--- config.mk ---
export PLATFORM = sky130hd
export DESIGN_NAME = keyed_xor_line_decoder_core
export DESIGN_NICKNAME = d
export VERILOG_FILES = /design/src/kxld_pkg.sv /design/src/kxld_regs.sv /design/src/kxld_front.sv /design/src/kxld_queue.sv /design/src/kxld_back.sv /design/src/keyed_xor_line_decoder_core.sv
export SDC_FILE = /design/constraint.sdc
export NUM_CORES = 1
export LEC_CHECK = 0
export BUFFER_PORTS_ARGS = -buffer_cell sky130_fd_sc_hd__buf_4
export CELL_PAD_IN_SITES_DETAIL_PLACEMENT = 0
export CELL_PAD_IN_SITES_GLOBAL_PLACEMENT = 1
export CORE_MARGIN = 2
export CORE_UTILIZATION = 39
export CTS_CLUSTER_SIZE = 30
export DETAILED_ROUTE_END_ITERATION = 6
export GPL_TIMING_DRIVEN = 0
export PLACE_DENSITY = 0.72
export SLEW_MARGIN = 20
export SYNTH_ARGS = -nofsm -noshare
export SYNTH_HDL_FRONTEND = slang
export SYNTH_SLANG_ARGS = --single-unit
--- constraint.sdc ---
create_clock -name clk -period 5.2 [get_ports clk]
set_input_delay 1.04 -clock clk [delete_from_list [all_inputs] [get_ports clk]]
set_output_delay 1.04 -clock clk [all_outputs]
set_load 0.005 [all_outputs]
--- src/kxld_pkg.sv ---
// Package for the keyed XOR line decoder: shared types, constants and the key
// byte select. Used by every module of the block; depends on nothing.
`timescale 1ns / 1ps
`default_nettype none

package kxld_pkg;

  localparam int KEY_BYTES   = 16;
  localparam int KEY_IDX_W   = $clog2(KEY_BYTES);
  localparam int KEY_W       = 8 * KEY_BYTES;
  localparam int KEY_STEP    = 7;
  localparam int QUEUE_DEPTH = 2;

  localparam int CFG_DATA_W  = 64;
  localparam int CFG_ADDR_W  = 6;

  // Register indexes (byte address is 8 times the index)
  localparam logic [2:0] REG_TEXT_KEY_LOW     = 3'd0;
  localparam logic [2:0] REG_TEXT_KEY_HIGH    = 3'd1;
  localparam logic [2:0] REG_COMMENT_KEY_LOW  = 3'd2;
  localparam logic [2:0] REG_COMMENT_KEY_HIGH = 3'd3;
  localparam logic [2:0] REG_COMMENT_ENABLE   = 3'd4;

  localparam logic [7:0] CHAR_MARKER = 8'h40;  // '@'
  localparam logic [7:0] CHAR_SLASH  = 8'h2f;  // '/'
  localparam logic [7:0] CHAR_TAB    = 8'h09;
  localparam logic [7:0] CHAR_SPACE  = 8'h20;
  localparam logic [7:0] CODE_TAB    = 8'h9f;
  localparam logic [7:0] CODE_SPACE  = 8'h80;
  localparam logic [7:0] TEXT_BASE   = 8'h20;
  localparam logic [7:0] TEXT_MASK   = 8'h7f;

  typedef struct packed {
    logic [KEY_W-1:0] text_key;
    logic [KEY_W-1:0] comment_key;
    logic             comment_enable;
  } cfg_t;

  // One classified word handed from the front to the back
  typedef struct packed {
    logic [7:0]           data;
    logic                 last;
    logic                 decode;
    logic                 fresh;    // first decoded byte of the line
    logic [KEY_IDX_W-1:0] key_idx;
  } rec_t;

  function automatic logic [7:0] key_select(input logic [KEY_W-1:0] key,
                                            input logic [KEY_IDX_W-1:0] idx);
    return key[{idx, 3'b000} +: 8];
  endfunction

endpackage

`default_nettype wire

--- src/kxld_regs.sv ---
// Configuration register file on an APB-style port: two 128-bit keys and the
// comment switch. Depends on kxld_pkg.
`timescale 1ns / 1ps
`default_nettype none

module kxld_regs
  import kxld_pkg::*;
(
  input  wire logic                  clk,
  input  wire logic                  rst,
  input  wire logic                  psel,
  input  wire logic                  penable,
  input  wire logic                  pwrite,
  input  wire logic [CFG_ADDR_W-1:0] paddr,
  input  wire logic [CFG_DATA_W-1:0] pwdata,
  output logic      [CFG_DATA_W-1:0] prdata,
  output logic                       pready,
  output cfg_t                       cfg
);

  logic [CFG_DATA_W-1:0] text_key_low;
  logic [CFG_DATA_W-1:0] text_key_high;
  logic [CFG_DATA_W-1:0] comment_key_low;
  logic [CFG_DATA_W-1:0] comment_key_high;
  logic                  comment_enable;
  logic [2:0]            reg_idx;
  logic                  wr_en;

  assign pready  = 1'b1;
  assign reg_idx = paddr[5:3];
  assign wr_en   = psel & penable & pwrite & pready;

  always_ff @(posedge clk) begin
    if (rst) begin
      text_key_low     <= '0;
      text_key_high    <= '0;
      comment_key_low  <= '0;
      comment_key_high <= '0;
      comment_enable   <= 1'b0;
    end else if (wr_en) begin
      unique case (reg_idx)
        REG_TEXT_KEY_LOW:     text_key_low     <= pwdata;
        REG_TEXT_KEY_HIGH:    text_key_high    <= pwdata;
        REG_COMMENT_KEY_LOW:  comment_key_low  <= pwdata;
        REG_COMMENT_KEY_HIGH: comment_key_high <= pwdata;
        REG_COMMENT_ENABLE:   comment_enable   <= pwdata[0];
        default: ;
      endcase
    end
  end

  always_comb begin
    unique case (reg_idx)
      REG_TEXT_KEY_LOW:     prdata = text_key_low;
      REG_TEXT_KEY_HIGH:    prdata = text_key_high;
      REG_COMMENT_KEY_LOW:  prdata = comment_key_low;
      REG_COMMENT_KEY_HIGH: prdata = comment_key_high;
      REG_COMMENT_ENABLE:   prdata = {{(CFG_DATA_W-1){1'b0}}, comment_enable};
      default:              prdata = '0;
    endcase
  end

  assign cfg.text_key       = {text_key_high, text_key_low};
  assign cfg.comment_key    = {comment_key_high, comment_key_low};
  assign cfg.comment_enable = comment_enable;

endmodule

`default_nettype wire

--- src/kxld_front.sv ---
// Front end: tracks line position, drops markers and stray bytes, and tags
// each remaining byte as pass or decode with its key index. Depends on kxld_pkg.
`timescale 1ns / 1ps
`default_nettype none

module kxld_front
  import kxld_pkg::*;
(
  input  wire logic        clk,
  input  wire logic        rst,
  input  wire logic        accept,
  input  wire logic [7:0]  data_byte,
  input  wire logic        first_of_line,
  input  wire logic [15:0] line_length,
  output logic             rec_push,
  output rec_t             rec
);

  logic [15:0]          bytes_left;
  logic [15:0]          bytes_left_next;
  logic                 encrypted;
  logic                 encrypted_next;
  logic                 fresh;
  logic                 fresh_next;
  logic [KEY_IDX_W-1:0] key_index;
  logic [KEY_IDX_W-1:0] key_index_next;
  logic [15:0]          first_left;

  // zero length counts as one
  assign first_left = (line_length == 16'd0) ? 16'd0 : line_length - 16'd1;

  always_comb begin
    bytes_left_next = bytes_left;
    encrypted_next  = encrypted;
    fresh_next      = fresh;
    key_index_next  = key_index;
    rec_push        = 1'b0;
    rec.data        = data_byte;
    rec.last        = 1'b0;
    rec.decode      = 1'b0;
    rec.fresh       = fresh;
    rec.key_idx     = key_index;
    if (accept) begin
      if (first_of_line) begin
        bytes_left_next = first_left;
        if (data_byte == CHAR_MARKER) begin
          encrypted_next = 1'b1;
          fresh_next     = 1'b1;
          key_index_next = first_left[KEY_IDX_W-1:0];
        end else begin
          encrypted_next = 1'b0;
          fresh_next     = 1'b0;
          key_index_next = '0;
          rec_push       = 1'b1;
          rec.last       = (first_left == 16'd0);
        end
      end else if (bytes_left != 16'd0) begin
        bytes_left_next = bytes_left - 16'd1;
        rec_push        = 1'b1;
        rec.last        = (bytes_left == 16'd1);
        if (encrypted) begin
          rec.decode     = 1'b1;
          fresh_next     = 1'b0;
          key_index_next = key_index + KEY_IDX_W'(KEY_STEP);
        end
      end
    end
  end

  always_ff @(posedge clk) begin
    if (rst) begin
      bytes_left <= '0;
      encrypted  <= 1'b0;
      fresh      <= 1'b0;
      key_index  <= '0;
    end else begin
      bytes_left <= bytes_left_next;
      encrypted  <= encrypted_next;
      fresh      <= fresh_next;
      key_index  <= key_index_next;
    end
  end

endmodule

`default_nettype wire

--- src/kxld_queue.sv ---
// Short word queue between front and back end. Depends on kxld_pkg for the
// word type.
`timescale 1ns / 1ps
`default_nettype none

module kxld_queue
  import kxld_pkg::*;
#(
  parameter int DEPTH = QUEUE_DEPTH
) (
  input  wire logic clk,
  input  wire logic rst,
  input  wire logic wr,
  input  wire rec_t wr_data,
  input  wire logic rd,
  output rec_t      rd_data,
  output logic      valid,
  output logic      full
);

  localparam int PTR_W = (DEPTH > 1) ? $clog2(DEPTH) : 1;
  localparam int CNT_W = $clog2(DEPTH + 1);

  rec_t             mem [DEPTH];
  logic [PTR_W-1:0] wr_ptr;
  logic [PTR_W-1:0] rd_ptr;
  logic [CNT_W-1:0] count;
  logic             do_wr;
  logic             do_rd;

  assign valid   = (count != '0);
  assign full    = (count == CNT_W'(DEPTH));
  assign do_wr   = wr & ~full;
  assign do_rd   = rd & valid;
  assign rd_data = mem[rd_ptr];

  always_ff @(posedge clk) begin
    if (do_wr) begin
      mem[wr_ptr] <= wr_data;
    end
  end

  always_ff @(posedge clk) begin
    if (rst) begin
      wr_ptr <= '0;
      rd_ptr <= '0;
      count  <= '0;
    end else begin
      if (do_wr) begin
        wr_ptr <= (wr_ptr == PTR_W'(DEPTH - 1)) ? '0 : wr_ptr + PTR_W'(1);
      end
      if (do_rd) begin
        rd_ptr <= (rd_ptr == PTR_W'(DEPTH - 1)) ? '0 : rd_ptr + PTR_W'(1);
      end
      if (do_wr && !do_rd) begin
        count <= count + CNT_W'(1);
      end else if (do_rd && !do_wr) begin
        count <= count - CNT_W'(1);
      end
    end
  end

endmodule

`default_nettype wire

--- src/kxld_back.sv ---
// Back end: decodes tagged words with the text or comment key, tracks the
// slash history, and holds the result in the output register. Depends on kxld_pkg.
`timescale 1ns / 1ps
`default_nettype none

module kxld_back
  import kxld_pkg::*;
(
  input  wire logic       clk,
  input  wire logic       rst,
  input  wire cfg_t       cfg,
  input  wire logic       rec_valid,
  input  wire rec_t       rec,
  output logic            rec_take,
  input  wire logic       pop,
  output logic            empty,
  output logic [7:0]      out_byte,
  output logic            last_of_line
);

  logic       out_valid;
  logic       in_comment;
  logic [7:0] prev;
  logic [7:0] prev_prev;
  logic       comment_now;
  logic [7:0] raw;
  logic [7:0] key;
  logic [7:0] dec;
  logic [7:0] dec_fix;
  logic [7:0] result;

  assign empty    = ~out_valid;
  assign rec_take = rec_valid & (~out_valid | pop);

  // a fresh line starts with cleared history, so no comment yet
  assign comment_now = ~rec.fresh & (in_comment | (cfg.comment_enable &
                       (prev_prev == CHAR_SLASH) & (prev == CHAR_SLASH)));
  assign raw     = (rec.data == CHAR_TAB) ? CODE_TAB : rec.data;
  assign key     = comment_now ? key_select(cfg.comment_key, rec.key_idx)
                               : key_select(cfg.text_key, rec.key_idx);
  assign dec     = (((raw - TEXT_BASE) ^ key) & TEXT_MASK) + TEXT_BASE;
  assign dec_fix = (dec == CODE_TAB) ? CHAR_TAB : dec;
  assign result  = (dec_fix == CODE_SPACE) ? CHAR_SPACE : dec_fix;

  always_ff @(posedge clk) begin
    if (rst) begin
      out_valid  <= 1'b0;
      in_comment <= 1'b0;
      prev       <= '0;
      prev_prev  <= '0;
    end else begin
      if (rec_take) begin
        out_valid <= 1'b1;
      end else if (pop) begin
        out_valid <= 1'b0;
      end
      if (rec_take && rec.decode) begin
        in_comment <= comment_now;
        prev       <= dec_fix;
        prev_prev  <= rec.fresh ? 8'h00 : prev;
      end
    end
  end

  always_ff @(posedge clk) begin
    if (rec_take) begin
      out_byte     <= rec.decode ? result : rec.data;
      last_of_line <= rec.last;
    end
  end

endmodule

`default_nettype wire

--- src/keyed_xor_line_decoder_core.sv ---
// Keyed XOR line decoder, top level. Takes one byte per cycle while full is low and
// gives at most one byte per cycle. The front end classifies a taken byte
// combinationally and writes it into the word queue at the edge that takes it,
// then the back end loads it into the output register, from which it can be
// popped. The front end steps its line counter and key index for each byte,
// the back end does the key select and XOR for each byte, so the sustained
// rate is one byte per clock while pop keeps up. full rises when the
// QUEUE_DEPTH-word queue between the two ends is occupied and the output
// register is held. The '@' marker and stray bytes outside a line give no
// result. Keys and the comment switch are written over the APB port at byte
// addresses 0, 8, 16, 24 and 32; write them only while the block is idle,
// the block itself does not enforce it.
`timescale 1ns / 1ps
`default_nettype none

module keyed_xor_line_decoder_core
  import kxld_pkg::*;
#(
  parameter int QUEUE_DEPTH_P = QUEUE_DEPTH
) (
  input  wire logic                  clk,
  input  wire logic                  rst,
  input  wire logic                  psel,
  input  wire logic                  penable,
  input  wire logic                  pwrite,
  input  wire logic [CFG_ADDR_W-1:0] paddr,
  input  wire logic [CFG_DATA_W-1:0] pwdata,
  output logic      [CFG_DATA_W-1:0] prdata,
  output logic                       pready,
  input  wire logic [7:0]            data_byte,
  input  wire logic                  first_of_line,
  input  wire logic [15:0]           line_length,
  input  wire logic                  push,
  output logic                       full,
  output logic [7:0]                 out_byte,
  output logic                       last_of_line,
  output logic                       empty,
  input  wire logic                  pop
);

  cfg_t cfg;
  rec_t front_rec;
  rec_t back_rec;
  logic front_push;
  logic accept;
  logic q_valid;
  logic q_take;

  assign accept = push & ~full;

  kxld_regs u_regs (
    .clk     (clk),
    .rst     (rst),
    .psel    (psel),
    .penable (penable),
    .pwrite  (pwrite),
    .paddr   (paddr),
    .pwdata  (pwdata),
    .prdata  (prdata),
    .pready  (pready),
    .cfg     (cfg)
  );

  kxld_front u_front (
    .clk           (clk),
    .rst           (rst),
    .accept        (accept),
    .data_byte     (data_byte),
    .first_of_line (first_of_line),
    .line_length   (line_length),
    .rec_push      (front_push),
    .rec           (front_rec)
  );

  kxld_queue #(
    .DEPTH (QUEUE_DEPTH_P)
  ) u_queue (
    .clk     (clk),
    .rst     (rst),
    .wr      (front_push),
    .wr_data (front_rec),
    .rd      (q_take),
    .rd_data (back_rec),
    .valid   (q_valid),
    .full    (full)
  );

  kxld_back u_back (
    .clk          (clk),
    .rst          (rst),
    .cfg          (cfg),
    .rec_valid    (q_valid),
    .rec          (back_rec),
    .rec_take     (q_take),
    .pop          (pop),
    .empty        (empty),
    .out_byte     (out_byte),
    .last_of_line (last_of_line)
  );

endmodule

`default_nettype wire

==> flow_summary.toml, run 1 <==
[timing]
finalSetupTns_ps = 0
fin_crit_sh = 0.969
finalSetupViolCount = 0
hold_viol_final = 0
period_needed_ps = 5040
fin_skew_ps = 10.1
relSlewSlack = 0.198
tightestPinTransition_ps = 1200
fmax_mhz = 198
holdWs_ps = 450
rsz0062_at_grt = "no"
drv_slew = 0

[clock_network]
cts_tree = "done"
cts-root-buf = "clkbuf_16"
clk_path_buf_depth = 3
clkTransAtPathRegs_ps = 60
post_cts_buffers = 0
cts_made_buffers = 39
hold_buffers = 0
cts-htree-levels = 2
clkLatencyLatePin_ps = 550
clock-sinks = 341

[critical_path]
worstPathCellList = "buf_6 > mux2i_4 > nand2_2 > o41ai_2 > buf_4 > buf_6 > clkbuf_2 > a211oi_1 > nor3_1 > a211oi_1 > a21oi_1 > xnor2_1 > ha_1 > inv_1 > a21o_1 > or4_1 > a32o_1"
cp-end-kind = "flip-flop"
cp_max_fo = 10
worstSetupStartpointType = "flip-flop"
critical_path_class = "flip-flop to flip-flop"
cp.arrival_ps = 5350
slowest_delay_ps = 530
cp_data_required_time_ps = 5510
slowest_stage = "or4_1"
critPathBufInv = 5
critPathTopFamily = "compound AO/OA/AOI/OAI gates"

[global_routing]
grt_usage = 0.314
grt_pass1_vias = 15167
overflow = 0
grt_pass1_wl_um = 101000
grt_max_degree = 16
antenna_found_initial = 0

[routing]
dr.pass1.iters = 5
ant_nets = 0
drt_wl_total_um = 70400
vias = 16171
top_layer = "met4"
met3_length_um = 5920
drc = 0
met1_length_um = 29700
drtIter0Drc = 1574
avgRoutedWirePerCell_um = 25.7
wl_met2_um = 30600
avgViaCountPerCell = 5.90

[placed_design]
portBuffers = 172
gp_congestion = 0.974
hpwl_um = 51400
placed_cell_area_mm2 = 0.0185

[floorplan]
dieWidth_um = 210
initial_core_util = 0.394
dieHeight_um = 210
die-area_mm2 = 0.0441
pin_count = 178
num_rows = 75
core_area_mm2 = 0.0419

[power_and_ir_drop]
power.density_mw_per_mm2 = 397
power.internal_mw = 5.25
p_sw_frac = 0.331
switchingPower_mw = 2.60
ir_worst_vdd_v = 0.000209
p_seq_frac = 0.377
pwr-share-comb = 0.273
p_leak_nw = 7.00
clock_power_share = 0.350

[yosys]
synth.distinct_cells = 68
synth.avg_cell_area_um2 = 8.44
synth-seq-area-share = 0.436
synth_edf_count = 39
synth.ff_latch_count = 341
syn_nets = 2070
synth_top_area_frac = 0.365
ys_top_cells_by_count = "571 x nand2_1, 303 x a21oi_1, 302 x dfxtp_1, 116 x clkbuf_1, 116 x mux2i_1"
yosys_warnings = 0
ys_async_sr_fraction = 0
syn_inst = 1961
yosysMostFrequentCell = "nand2_1"
synthFlopType = "dfxtp_1"
synth_largest_area_cell = "dfxtp_1"
synth_area_mm2 = 0.0165
synthTopCellsByArea = "dfxtp_1 37%, nand2_1 13%, a21oi_1 9.2%"

[final_layout]
area_growth_pct = 19.5
n_antenna_cell = 0
multi_input_area_mm2 = 0.00862
finish.net_count = 2283
drive_gt1_frac = 0.134
nFillCells = 4137
fin_area_mm2 = 0.0198
ff_latch_area_mm2 = 0.00722

[min_path]
hold_path_class = "flip-flop to flip-flop"

[run_status]
status = "finished clean"

[flow_run]
max_cap_viol_count = 0
[worst register-to-register path, cell delays in order, from the launching register on]
cell      delay (ps)
dfxtp_1          320
buf_6            180
mux2i_4          450
nand2_2          100
o41ai_2          430
buf_4            290
buf_6            220
clkbuf_2         350
a211oi_1         220
nor3_1           430
a211oi_1          90
a21oi_1          300
xnor2_1          180
ha_1             190
inv_1             70
a21o_1           170
or4_1            530
a32o_1           280
[cells by family after synthesis]
family	synth area share
multiplexers	0.112
other	0.000227
adder cells (fa/ha/maj)	0.00529
buffers and inverters	0.0435
XOR/XNOR	0.0106
AO/OA/AOI/OAI	0.207
AND/OR/NAND/NOR	0.186
flip-flops	0.436
[cells in the final DEF (no fill, tap or decap), drive strengths merged, types with 9 or more instances in the layout]
cell      n
nand3    17
nor2b    11
a221o    63
edfxtp   39
clkbuf  174
nor4      9
a211oi   17
buf     208
a21oi   303
mux4     22
mux2     12
inv      16
a22oi    12
nor2     65
a22o     67
nand2   572
nor3     22
dfxtp   302
mux2i   119
o21ai    19
xnor2    13
[state kept, by name, summed over array words and instances, names as in the netlist, 8 cells and up, named ones only]
signal                   flops
u_regs.comment_key_low      64
u_regs.comment_key_high     64
u_back.prev                  8
u_back.out_byte              8
u_queue.mem                 30
u_front.bytes_left          16
u_back.prev_prev             8
u_regs.text_key_low         64
u_regs.text_key_high        64
[path summary, 6_finish.rpt]
check,startpoint,endpoint,slack [ps],depth (start not counted)
setup / recovery,flip-flop,u_back.out_byte[7],160,17
hold / removal,u_back.prev_prev[0],u_back.prev_prev[0],450,2
setup reg to reg,flip-flop,u_back.out_byte[7],160,17
hold reg to reg,u_back.prev_prev[0],u_back.prev_prev[0],450,2
[timing repair]
item                       in CTS  in global routing
setup endpoints to repair       4                  8
pin swaps                       0                  0
gates resized for setup         1                  2
[per-layer routing]
metal  track usage  vias up
met1         0.425     7804
met2         0.475      782
met3        0.0605      189
met5             0        -
li1              -     7396
met4         0.168        0
[stage by stage]
stage / util / power (mW) / std cells / worst slack (ps)
floorplan: - / 4.36 / 1961 / 1130
global placement: 0.441 / 5.09 / 2672 / -108
CTS: 0.471 / 7.83 / 2740 / 12.1
detailed placement: 0.441 / 5.10 / 2672 / -100
finish: 0.471 / 7.85 / 2740 / 160
global route: 0.471 / 8.13 / 2740 / 30.7
[power groups by stage]
stage	sequential, mW	clock [mW]	combinational, mW
2_1_floorplan	2.99	0	1.38
3_3_place_gp	3.01	0	2.09
3_5_place_dp	3.01	0	2.09
4_1_cts	2.96	2.77	2.10
5_1_grt	2.97	2.87	2.28
6_report	2.96	2.75	2.14
[layout make-up]
| type | count | area share |
|---|---|---|
| repair buffers | 172 | 0.0653 |
| multi-input cells | 1452 | 0.436 |
| plain buffers | 152 | 0.0334 |
| well taps | 539 | 0.0341 |
| clock inverters | 10 | 0.00399 |
| clock buffers | 58 | 0.0592 |
| inverters | 16 | 0.00304 |
| flip-flops and latches | 341 | 0.365 |
Note: power is estimated with default switching activity, not from simulation.
==> run 2: changes to the inputs <==
--- a/config.mk
+++ b/config.mk
@@ -13,7 +13,7 @@
 export CTS_CLUSTER_SIZE = 30
 export DETAILED_ROUTE_END_ITERATION = 6
 export GPL_TIMING_DRIVEN = 0
-export PLACE_DENSITY = 0.72
+export PLACE_DENSITY_LB_ADDON = 0.05
 export SLEW_MARGIN = 20
 export SYNTH_ARGS = -nofsm -noshare
 export SYNTH_HDL_FRONTEND = slang
==> flow_summary.toml, run 2 (synthesis gave the netlist of run 1 again) <==
[run_status]
status = "finished clean"

[power_and_ir_drop]
fin_total_pwr_mw = 7.96
p_sw_frac = 0.337
power.internal_mw = 5.28
ir_worst_vdd_v = 0.000207
p_leak_nw = 7.04
pwr-share-comb = 0.277
p_seq_frac = 0.372
switchingPower_mw = 2.68
clock_power_share = 0.351
power.density_mw_per_mm2 = 401

[critical_path]
cp_data_required_time_ps = 5510
slowest_stage = "or4_1"
worstSetupStartpointType = "flip-flop"
crit_top_cell = "a21oi_1"
slowest_delay_ps = 530
worstPathCellList = "nor4b_2 > nand4_1 > o41ai_2 > buf_4 > buf_6 > buf_2 > a211oi_1 > a211oi_2 > nor3_2 > a21oi_1 > a21oi_1 > xnor2_1 > ha_1 > inv_1 > a21o_1 > or4_1 > a32o_1"
cp-end-kind = "flip-flop"
cp_max_fo = 10
cp.arrival_ps = 5330
rr_worst_depth = 17
critical_path_class = "flip-flop to flip-flop"

[timing]
rsz0062_at_grt = "no"
finalSetupViolCount = 0
fmax_mhz = 199
finalSetupTns_ps = 0
drv_slew = 0
fin_crit_sh = 0.965
period_needed_ps = 5020
relSlewSlack = 0.132
tightestPinTransition_ps = 1300
fin_skew_ps = 14.5
hold_viol_final = 0

[final_layout]
nFillCells = 4227
layout_commonest_cell = "nand2_1"
finish.net_count = 2287
ff_latch_area_mm2 = 0.00722
final_cell_mix = "571 x nand2_1, 303 x a21oi_1, 302 x dfxtp_1"
multi_input_area_mm2 = 0.00865
drive_gt1_frac = 0.137
area_growth_pct = 19.9
post-route-util = 0.473
finalNonFillerCells = 2747

[placed_design]
gp_congestion = 0.950
place_inst = 2672
portBuffers = 172
hpwl_um = 52100

[min_path]
hold_path_class = "flip-flop to flip-flop"
hold-path-cell-count = 2

[floorplan]
dieWidth_um = 210
core_area_mm2 = 0.0419
dieHeight_um = 210
num_rows = 75
pin_count = 178
initial_core_util = 0.394
die-area_mm2 = 0.0441

[clock_network]
cts_made_buffers = 40
hold_buffers = 0
cts-htree-levels = 2
clkLatencyLatePin_ps = 570
cts-root-buf = "clkbuf_16"
clock-sinks = 341
cts_tree = "done"
clk_path_buf_depth = 3
clkTransAtPathRegs_ps = 60

[global_routing]
grt_pass1_vias = 15172
antenna_found_initial = 0
grt_pass1_wl_um = 103000
grt_usage = 0.321
overflow = 0
grt_max_degree = 16

[routing]
drc = 0
vias = 16227
drtIter0Drc = 1730
avgViaCountPerCell = 5.91
avgRoutedWirePerCell_um = 26.1
dr.pass1.iters = 6
drt_wl_total_um = 71700
ant_nets = 0

[flow_run]
max_cap_viol_count = 0
## run 2: cell types whose count changed in the layout (fill, tap and decap cells not counted), moves of 2 or more
cell      before  now
buf_4        182  185
clkbuf_8       8    5
clkinv_1       1    3
clkinv_2       6    8
diode_2        0    2
nor3_1        22   20
nor3_2         0    2
## run 2: final timing paths
| kind | from | end | slack [ps] |
|---|---|---|---|
| hold / removal | u_back.prev_prev[4] | u_back.prev_prev[4] | 450 |
| setup reg to reg | u_regs.comment_enable | u_back.out_byte[7] | 180 |
| hold reg to reg | u_back.prev_prev[4] | u_back.prev_prev[4] | 450 |
| setup / recovery | u_regs.comment_enable | u_back.out_byte[7] | 180 |
## run 2: through the flow
step,cell area (um^2),setup WS [ps],hold slack (ps)
CTS,19800,25.6,456
global route,19800,41.9,475
global placement,18500,-327,437
detailed placement,18500,-397,449
floorplan,16500,1130,426
finish,19800,180,451
## run 2: layout make-up
type | count | area share
Inverter | 16 | 0.00303
Buffer | 152 | 0.0334
Tap cell | 539 | 0.0340
Antenna cell | 2 | 0.000252
Multi-Input combinational cell | 1452 | 0.436
Clock inverter | 14 | 0.00599
Timing Repair Buffer | 175 | 0.0662
Sequential cell | 341 | 0.364
Clock buffer | 56 | 0.0571
## run 2: repair_timing
action / CTS / global route
gates resized for setup: 3 / 5
setup buffers: 0 / 3
endpoints found under the setup margin: 8 / 8
## run 2: worst max-delay path: cells and delay by family (launching register included)
kind / cells / cell delay [ps]
compound gates: 7 / 1740
xor+xnor: 1 / 190
fa+ha+maj: 1 / 200
buf+inv: 4 / 1000
flops: 1 / 510
simple gates: 4 / 1100
## run 2: metal layers
| layer | GRT usage | routed length [um] |
|---|---|---|
| met1 | 0.447 | 31300 |
| met2 | 0.490 | 31100 |
| met3 | 0.0586 | 6110 |
| met4 | 0.137 | 3210 |
| met5 | 0 | 0 |
## run 2: power groups by stage
stage | clock, mW | combinational, mW | sequential (mW)
global route | 2.92 | 2.34 | 2.98
global placement | 0 | 2.11 | 3.01
finish | 2.79 | 2.21 | 2.96
detailed placement | 0 | 2.13 | 3.01
CTS | 2.82 | 2.14 | 2.96
floorplan | 0 | 1.38 | 2.99
==> run 3: changes to the inputs <==
--- a/config.mk
+++ b/config.mk
@@ -5,6 +5,7 @@
 export SDC_FILE = /design/constraint.sdc
 export NUM_CORES = 1
 export LEC_CHECK = 0
+export ABC_AREA = 1
 export BUFFER_PORTS_ARGS = -buffer_cell sky130_fd_sc_hd__buf_4
 export CELL_PAD_IN_SITES_DETAIL_PLACEMENT = 0
 export CELL_PAD_IN_SITES_GLOBAL_PLACEMENT = 1
==> flow_summary.toml, run 3 <==
[run_status]
status = "finished clean"

[routing]
avgViaCountPerCell = 5.83
ant_nets = 0
avgRoutedWirePerCell_um = 25.0
dr.pass1.iters = 5
drtIter0Drc = 2425
drc = 0
vias = 18814
drt_wl_total_um = 80700

[yosys]
synth-seq-area-share = 0.430
synth_top_family_by_area = "simple AND/OR/NAND/NOR gates"
synth.ff_latch_count = 341
synth_area_mm2 = 0.0168
synthTopCellsByArea = "dfxtp_1 36%, nor2_1 11%, nand3_1 10%"
synth.distinct_cells = 44
synth_top_area_frac = 0.361
synth_largest_area_cell = "dfxtp_1"
yosys.area_share.simple = 0.306
syn_inst = 2439
synth.avg_cell_area_um2 = 6.87
synth-xor-area-share = 0.00888
yosysMostFrequentCell = "nor2_1"
muxShareOfSynthArea = 0.00134
yosys_warnings = 0
syn_nets = 2548
ys_async_sr_fraction = 0
synth_fa_ha_area_frac = 0.00522
synth_edf_count = 39
synth_compound_area_frac = 0.177
ys_top_cells_by_count = "507 x nor2_1, 337 x nand3_1, 335 x o21ai_0, 334 x nand2_1, 302 x dfxtp_1"
synthFlopType = "dfxtp_1"

[min_path]
min_to = "u_regs.text_key_low[7]"
hp-start = "u_regs.text_key_low[7]"
hold_path_class = "flip-flop to flip-flop"
hold-path-cell-count = 2

[critical_path]
critical_path_class = "primary input to output pin"
cp-end-kind = "output pin"
cp_data_required_time_ps = 4160
worstSetupStartpointType = "primary input"
reg2reg_slack_ps = 1110
cp.arrival_ps = 3600
rr_worst_depth = 22
cp_max_fo = 10
r2r-start = "u_back.prev[7]"
rr_endpoint = "u_back.out_byte[7]"

[power_and_ir_drop]
p_leak_nw = 8.48
p_sw_frac = 0.382
ir_worst_vdd_v = 0.000234
p_seq_frac = 0.325
fin_total_pwr_mw = 9.23
clock_power_share = 0.352
switchingPower_mw = 3.52
pwr-share-comb = 0.323
power.internal_mw = 5.71
power.density_mw_per_mm2 = 456

[timing]
finalSetupTns_ps = 0
period_needed_ps = 4640
fin_skew_ps = 10.4
fin_ws_ps = 556
tightestPinTransition_ps = 1200
relSlewSlack = 0.197
fin_crit_sh = 0.893
drv_slew = 0
rsz0062_at_grt = "no"
finalSetupViolCount = 0
fmax_mhz = 215
hold_viol_final = 0

[floorplan]
dieWidth_um = 211
dieHeight_um = 211
pin_count = 178
die-area_mm2 = 0.0447
num_rows = 75
initial_core_util = 0.397
core_area_mm2 = 0.0422

[clock_network]
post_cts_buffers = 0
hold_buffers = 0
clk_path_buf_depth = 3
clock-sinks = 341
cts-root-buf = "clkbuf_16"
cts-htree-levels = 2
post_cts_resized = 0
clkTransAtPathRegs_ps = 60
cts_tree = "done"
cts_made_buffers = 41
clkLatencyLatePin_ps = 580

[placed_design]
placed_cell_area_mm2 = 0.0187
gp_congestion = 0.967
pre_cts_ws_ps = 501
portBuffers = 172
hpwl_um = 56900

[final_layout]
area_growth_pct = 20.8
final_cell_mix = "505 x nor2_1, 337 x nand3_1, 335 x o21ai_0"
finish.net_count = 2763
post-route-util = 0.479
layout_commonest_cell = "nor2_1"
fin_area_mm2 = 0.0202
drive_gt1_frac = 0.108
nFillCells = 4392

[global_routing]
overflow = 0
grt_pass1_wl_um = 116000
grt_usage = 0.358
grt_pass1_vias = 17280
antenna_found_initial = 2
grt_max_degree = 17

[flow_run]
max_cap_viol_count = 0
-- run 3: changes by cell type after synthesis, sizes merged, moves of 63 or more --
| cell | before | now |
|---|---|---|
| nor2 | 65 | 507 |
| o21ai | 19 | 346 |
| nand3 | 17 | 337 |
| nand2 | 572 | 335 |
| a21oi | 303 | 109 |
| mux2i | 119 | 1 |
| inv | 16 | 127 |
| a22o | 67 | 0 |
| a221o | 63 | 0 |
-- run 3: kinds of logic (layout without fill, tap and decap cells) --
group,count (synthesis),after routing
AND/OR/NAND/NOR,1224,1224
adder cells (fa/ha/maj),7,7
other,1,2
buffers and inverters,301,547
AO/OA/AOI/OAI,547,547
XOR/XNOR,17,17
multiplexers,1,1
flip-flops,341,341
-- run 3: routing by layer --
| metal | GRT usage | part of all wire | vias to the layer above | wire (um) |
|---|---|---|---|---|
| met5 | 0 | 0.00067 | - | 54 |
| met3 | 0.0653 | 0.090 | 192 | 7280 |
| met1 | 0.502 | 0.44 | 8998 | 35100 |
| met4 | 0.154 | 0.043 | 2 | 3480 |
| met2 | 0.538 | 0.43 | 993 | 34800 |
| li1 | - | - | 8629 | - |
-- run 3: how the worst max path moves through the flow --
| stage | start | endpoint | slack, ps |
|---|---|---|---|
| global route | paddr[5] | prdata[10] | 540 |
| detailed placement | paddr[5] | u_regs.comment_key_low[49] | 500 |
| CTS | paddr[5] | prdata[10] | 630 |
| global placement | paddr[5] | u_regs.comment_key_low[51] | 580 |
| floorplan | paddr[5] | prdata[14] | 1910 |
| finish | paddr[5] | prdata[45] | 560 |
-- run 3: stage by stage --
stage | hold slack (ps) | instances
final | 454 | 3225
after global routing | 478 | 3224
after CTS | 460 | 3224
after detailed placement | 449 | 3150
after global placement | 437 | 3150
after floorplan | 425 | 2439
-- run 3: final cells by class --
class                      count  area, um^2  area share
antenna                        1        2.50    0.000124
timing repair buffer         172        1290      0.0638
clock buffer                  52        1140      0.0563
tap                          539         674      0.0333
inverter                     129         484      0.0239
buffer                       172         703      0.0347
clock inverter                22         363      0.0179
sequential                   341        7220       0.356
multi-input combinational   1797        8370       0.413
-- run 3: power by group through the flow --
stage / clock (mW) / combinational [mW] / sequential, mW
floorplan: 0 / 1.60 / 3.03
global placement: 0 / 2.86 / 3.05
detailed placement: 0 / 2.87 / 3.05
CTS: 3.27 / 2.88 / 2.99
global route: 3.37 / 3.15 / 3.02
finish: 3.25 / 2.98 / 3.00
-- run 3: worst max-delay path: stages --
cell,delay (ps)
clkbuf_1,150
nor3_2,930
clkbuf_1,870
a22oi_1,220
o211ai_1,210
buf_4,170
